`config.mk`:
```
export PLATFORM = sky130hd
export DESIGN_NAME = sxc_ram
export DESIGN_NICKNAME = d
export VERILOG_FILES = /design/src/sv/sxc_ram.sv
export SDC_FILE = /design/constraint.sdc
export NUM_CORES = 2
export LEC_CHECK = 0
export BUFFER_PORTS_ARGS = -buffer_cell sky130_fd_sc_hd__buf_2
export CORE_UTILIZATION = 45
export CTS_BUF_LIST = sky130_fd_sc_hd__clkbuf_4 sky130_fd_sc_hd__clkbuf_8 sky130_fd_sc_hd__clkbuf_16
export DETAILED_ROUTE_END_ITERATION = 8
export SETUP_SLACK_MARGIN = 0.05
export SLEW_MARGIN = 10
export SYNTH_ARGS = -nofsm -noshare
export SYNTH_HDL_FRONTEND = slang
export SYNTH_SLANG_ARGS = --single-unit
export TNS_END_PERCENT = 10
```
`constraint.sdc`:
```
create_clock -name clk -period 2.6 [get_ports clk]
set_input_delay 0.13 -clock clk [delete_from_list [all_inputs] [get_ports clk]]
set_output_delay 0.13 -clock clk [all_outputs]
set_load 0.03 [all_outputs]
```
`src/sv/sxc_ram.sv`:
```
`default_nettype none
module sxc_ram #(
	parameter int WIDTH = 8,
	parameter int DEPTH = 256
) (
	input  wire logic                     clk,
	input  wire logic                     we,
	input  wire logic [$clog2(DEPTH)-1:0] waddr,
	input  wire logic [WIDTH-1:0]         wdata,
	input  wire logic [$clog2(DEPTH)-1:0] raddr,
	output logic      [WIDTH-1:0]         rdata
);
	logic [WIDTH-1:0] mem_q [DEPTH];

	// one write port, one registered read port
	always_ff @(posedge clk) begin
		if (we) begin
			mem_q[waddr] <= wdata;
		end
		rdata <= mem_q[raddr];
	end
endmodule
`default_nettype wire

```
# Word level (Yosys, flattened, before mapping)
# Memory sizes are Yosys's and may differ from the RTL's. A register that Yosys moved wholly into a read port is not among the register bits.
# Cells that the tools add are included.
# classes
n_mux,2
eq_ne,0
shift,0
n_bitwise,0
div_mod_pow,0
multipliers,0
reduce_logical,0
add_sub_neg,0
n_lt_le_gt_ge,0
# ops
op,count
1-bit 2-to-1 mux,2
# totals
rom_bits,0
inputBits,26
regBits,0
mem_bits_rw,2048
word_cells,3
n_memories,1
latch_bits,0
# memory_table
memory,depth,width,read_ports,rd_clocked_by_memory_dff,write_ports,line,text
mem_q,256,8,1,1,1,13,logic [WIDTH-1:0] mem_q [DEPTH];

# Longest topological paths before layout
# depth
depth_word,2
mapped_depth,11
ltp_nobuf,6

# Worst setup path after synthesis
# Ideal clock, no wire load.
# synth_path
kind,input port to flip-flop
startpoint,input port raddr[0]
endpoint,register rdata[2] (read register of mem_q)
setup_time_ns,0.131
n_path_buf,4
cell_stages,9
path_slack_ns,0.532
t_arrival_ns,1.937
cell_sequence,buf_6 buf_12 buf_8 buf_2 mux4_2 a22oi_1 a21oi_1 nor4_1 nor4_2
# synth_rtl
element,line,text
"start, declared",10,"input wire logic [$clog2(DEPTH)-1:0] raddr,"
"end, declared",11,output logic [WIDTH-1:0] rdata

==> PnR_summary.wiki <==
{| class="wikitable"
! Metric !! Value
|-
| Number of enable flip-flop cells after synthesis || 2048
|-
| Number of storage elements in the synthesis netlist || 2056
|-
| Die Span X || approximately 420 um
|-
| Setup bufs post-CTS || 0
|-
| Largest net degree at the start of global routing || 93
|-
| I/O pin count || 34
|-
| Ratio of cells with drive above 1 in the final layout || 0.319
|-
| Worst path setup slack after routing || ~73 ps
|-
| Number of clock buffers inserted by TritonCTS || between 200 and 250
|-
| Number of different library cells in the post-synthesis netlist || 55
|-
| H-tree depth reported by CTS || 4
|-
| Share of the cycle needed by the critical path after routing || 0.972
|-
| DIE AREA || 178000 um^2
|-
| Post-place instance area || 86700 um^2
|-
| Power after layout || 69400 uW
|-
| Highest ir drop seen on vdd || between 0.0006 and 0.0007 V
|-
| Cell type with the highest aggregate area in the netlist || sky130_fd_sc_hd__edfxtp_1
|-
| Areal power density over the cells || roughly 740 nW/um^2
|-
| Critical Path End Type || flip-flop
|-
| Sequential-to-total area share from yosys stat || 0.775
|-
| CTS clk-pin slew, worst paths || 60 ps
|-
| Via density per instance || between 5 and 6
|-
| Data arrival time at the worst-slack endpoint || around 3200 ps
|-
| Cells on worst reg2reg path || 7
|-
| Synthesized instance count || ~3700
|-
| Final wirelength || approximately 200000 um
|-
| Cell row count || ~150
|-
| Largest fanout on the critical path || 1
|-
| Primary flip-flop cell chosen by synthesis mapping || sky130_fd_sc_hd__edfxtp_1
|-
| Remaining design rule violation count || 0
|-
| Max Freq || roughly 0.40 GHz
|-
| Minimum period implied by the final worst setup slack || 2530 ps
|-
| Die Span Y || between 400 and 500 um
|-
| Class of the tightest hold or removal check || primary input to flip-flop
|-
| Clk sink count || 2056
|-
| Share of Yosys cell area claimed by the top area cell type || 0.773
|-
| Measured slew at the worst slew-check pin || 1110 ps
|-
| Yosys warning total || 0
|-
| Proportion of synthesized flip-flops having asynchronous set or reset || 0
|-
| Root Driver || sky130_fd_sc_hd__clkbuf_16
|-
| Post-synth net total || roughly 3800
|-
| Relative slew margins || 0.262
|-
| Total track usage || 0.227
|-
| Number of placed cells counting well taps || approximately 6500
|-
| Final Cell Area || approximately 93000 um^2
|-
| Number of antenna violations at the first check in global routing || 16
|-
| Drt pass-1 iters || 5
|-
| Starting density of the core || 0.455
|-
| Port buffer count || 33
|-
| Vias in the first global route || 40900
|-
| Dominant cell by count in the synthesized netlist || sky130_fd_sc_hd__edfxtp_1
|-
| GRT Residual Overflow || 0
|-
| Lkg Pwr || 0.0302 uW
|-
| Count of placed standard cells in the final layout, fillers left out || a little under 7000
|-
| Most numerous cell types in the synthesized netlist || sky130_fd_sc_hd__edfxtp_1 (2048), sky130_fd_sc_hd__mux4_2 (454), sky130_fd_sc_hd__nor2_1 (282)
|-
| Startpoint Class || flip-flop
|-
| Final HPWL from detailed placement || 131000 um
|-
| Clk Latency, worst-skew pair || between 800 and 900 ps
|-
| Core area || about 170000 um^2
|-
| Worst hold path stage count || 4
|-
| Total number of vias || roughly 40000
|-
| Setup violators final || 0
|-
| Final Net Count || approximately 4400
|-
| Number of maximum-capacitance violations || 0
|-
| Worst-case clock buffer depth || 3
|-
| Netlist area before placement || a little under 80000 um^2
|-
| Synth Area per Inst || approximately 21 um^2
|-
| Setup slack after placement || -476 ps
|-
| Util after Layout || 0.535
|-
| Violation count after the first detailed-route iteration || a little under 5000
|-
| Crit Path Category || flip-flop to flip-flop
|-
| Clock Skews || approximately 33 ps
|-
| Final max-slew violation count || 0
|-
| Hold violation total from the final report || 0
|-
| Gp weighted congestion || 0.865
|-
| Status || finished clean
|-
| Required time at the worst-slack endpoint || roughly 3300 ps
|-
| Setup repair after global routing missed its margin || false
|-
| Clock tree from TritonCTS || built
|-
| Reg2Reg Setup Slack || around 73 ps
|-
| Routed Antenna Nets || 0
|-
| Routed WL per cell || between 20 and 30 um
|-
| Fillers || between 10000 and 15000
|-
| Dominant cells by area after synthesis || sky130_fd_sc_hd__edfxtp_1 (77%), sky130_fd_sc_hd__mux4_2 (13%), sky130_fd_sc_hd__mux2i_1 (1.7%)
|-
| Wire length of the first global-routing pass || roughly 290000 um
|-
| Synth-to-Final Area Change || 17.4%
|}
## sequential cells by signal, summed over array words and instances, names as in the netlist
signal / flops
rdata: 8
mem_q: 2048
## repair_timing
| item | in CTS | in global routing |
|---|---|---|
| gates resized for setup | 1 | 1 |
| hold buffers | 10 | 0 |
| hold endpoints to repair | 808 | 0 |
| setup endpoints to repair | 2 | 1 |
## worst paths after layout
path / startpoint / to
worst max-delay path: mem_q[128][7] / rdata[7]
worst min-delay path: waddr[4] / mem_q[115][3]
worst max register to register: mem_q[128][7] / rdata[7]
worst min register to register: mem_q[40][3] / rdata[3]
## critical path, stage by stage, from the launching register on
cell	delay, ps
sky130_fd_sc_hd__edfxtp_1	380
sky130_fd_sc_hd__mux4_2	510
sky130_fd_sc_hd__mux4_2	470
sky130_fd_sc_hd__nor2_1	130
sky130_fd_sc_hd__a2111oi_2	60
sky130_fd_sc_hd__nor3_1	580
sky130_fd_sc_hd__buf_4	230
sky130_fd_sc_hd__nor4_1	50
## per-layer routing
metal	share of wire	GRT usage	routed length (um)
met5	0.00016	0	33
met4	0.033	0.0740	6660
met3	0.079	0.0497	16000
met2	0.48	0.359	97000
met1	0.41	0.316	82700
## where the power goes
group | internal [uW] | switching [uW] | leakage, uW
registers | 36500 | 56.8 | 0.0185
logic | 1450 | 2310 | 0.00837
clock network | 16500 | 12500 | 0.00331
## cell type report
cell class              instances  area (um^2)  share of cell area
diodes                          5         12.5            0.000134
clock buffers                 239         5330              0.0571
clock inverters               132         1290              0.0138
inverters                       2         7.51           0.0000804
multi-input cells            1442        16500               0.177
flip-flops and latches       2056        61700               0.660
well taps                    2325         2910              0.0311
repair buffers                652         5720              0.0612
## kinds of logic (layout without fill, tap and decap cells)
family,count (synthesis),count (layout),synth area share
flops,2056,2056,0.775
mux,591,591,0.146
simple gates,466,466,0.0263
compound gates,385,385,0.0342
buf+inv,235,1025,0.0183
other cells,0,5,0
## cells in the final DEF (no fill, tap or decap), types with 37 or more instances in the layout
cell                        synthesis  layout
sky130_fd_sc_hd__edfxtp_1        2048    2048
sky130_fd_sc_hd__buf_4             27     549
sky130_fd_sc_hd__mux4_2           454     454
sky130_fd_sc_hd__nor2_1           282     279
sky130_fd_sc_hd__clkbuf_16          0     202
sky130_fd_sc_hd__mux2i_1          134     134
sky130_fd_sc_hd__a22oi_1          133     133
sky130_fd_sc_hd__a21oi_1           96      96
sky130_fd_sc_hd__buf_12             8      62
sky130_fd_sc_hd__clkinv_1           1      49
sky130_fd_sc_hd__o221ai_1          46      46
sky130_fd_sc_hd__clkinv_2           0      45
sky130_fd_sc_hd__clkbuf_4           0      37
## stage by stage
| stage | setup TNS (ps) | hold WS (ps) |
|---|---|---|
| floorplan | 0 | 229 |
| global placement | -2620 | 585 |
| detailed placement | -2630 | 596 |
| CTS | 0 | 2.02 |
| global route | 0 | 57.7 |
| finish | 0 | 65.3 |
No activity file was read; power rests on OpenSTA's default activity.
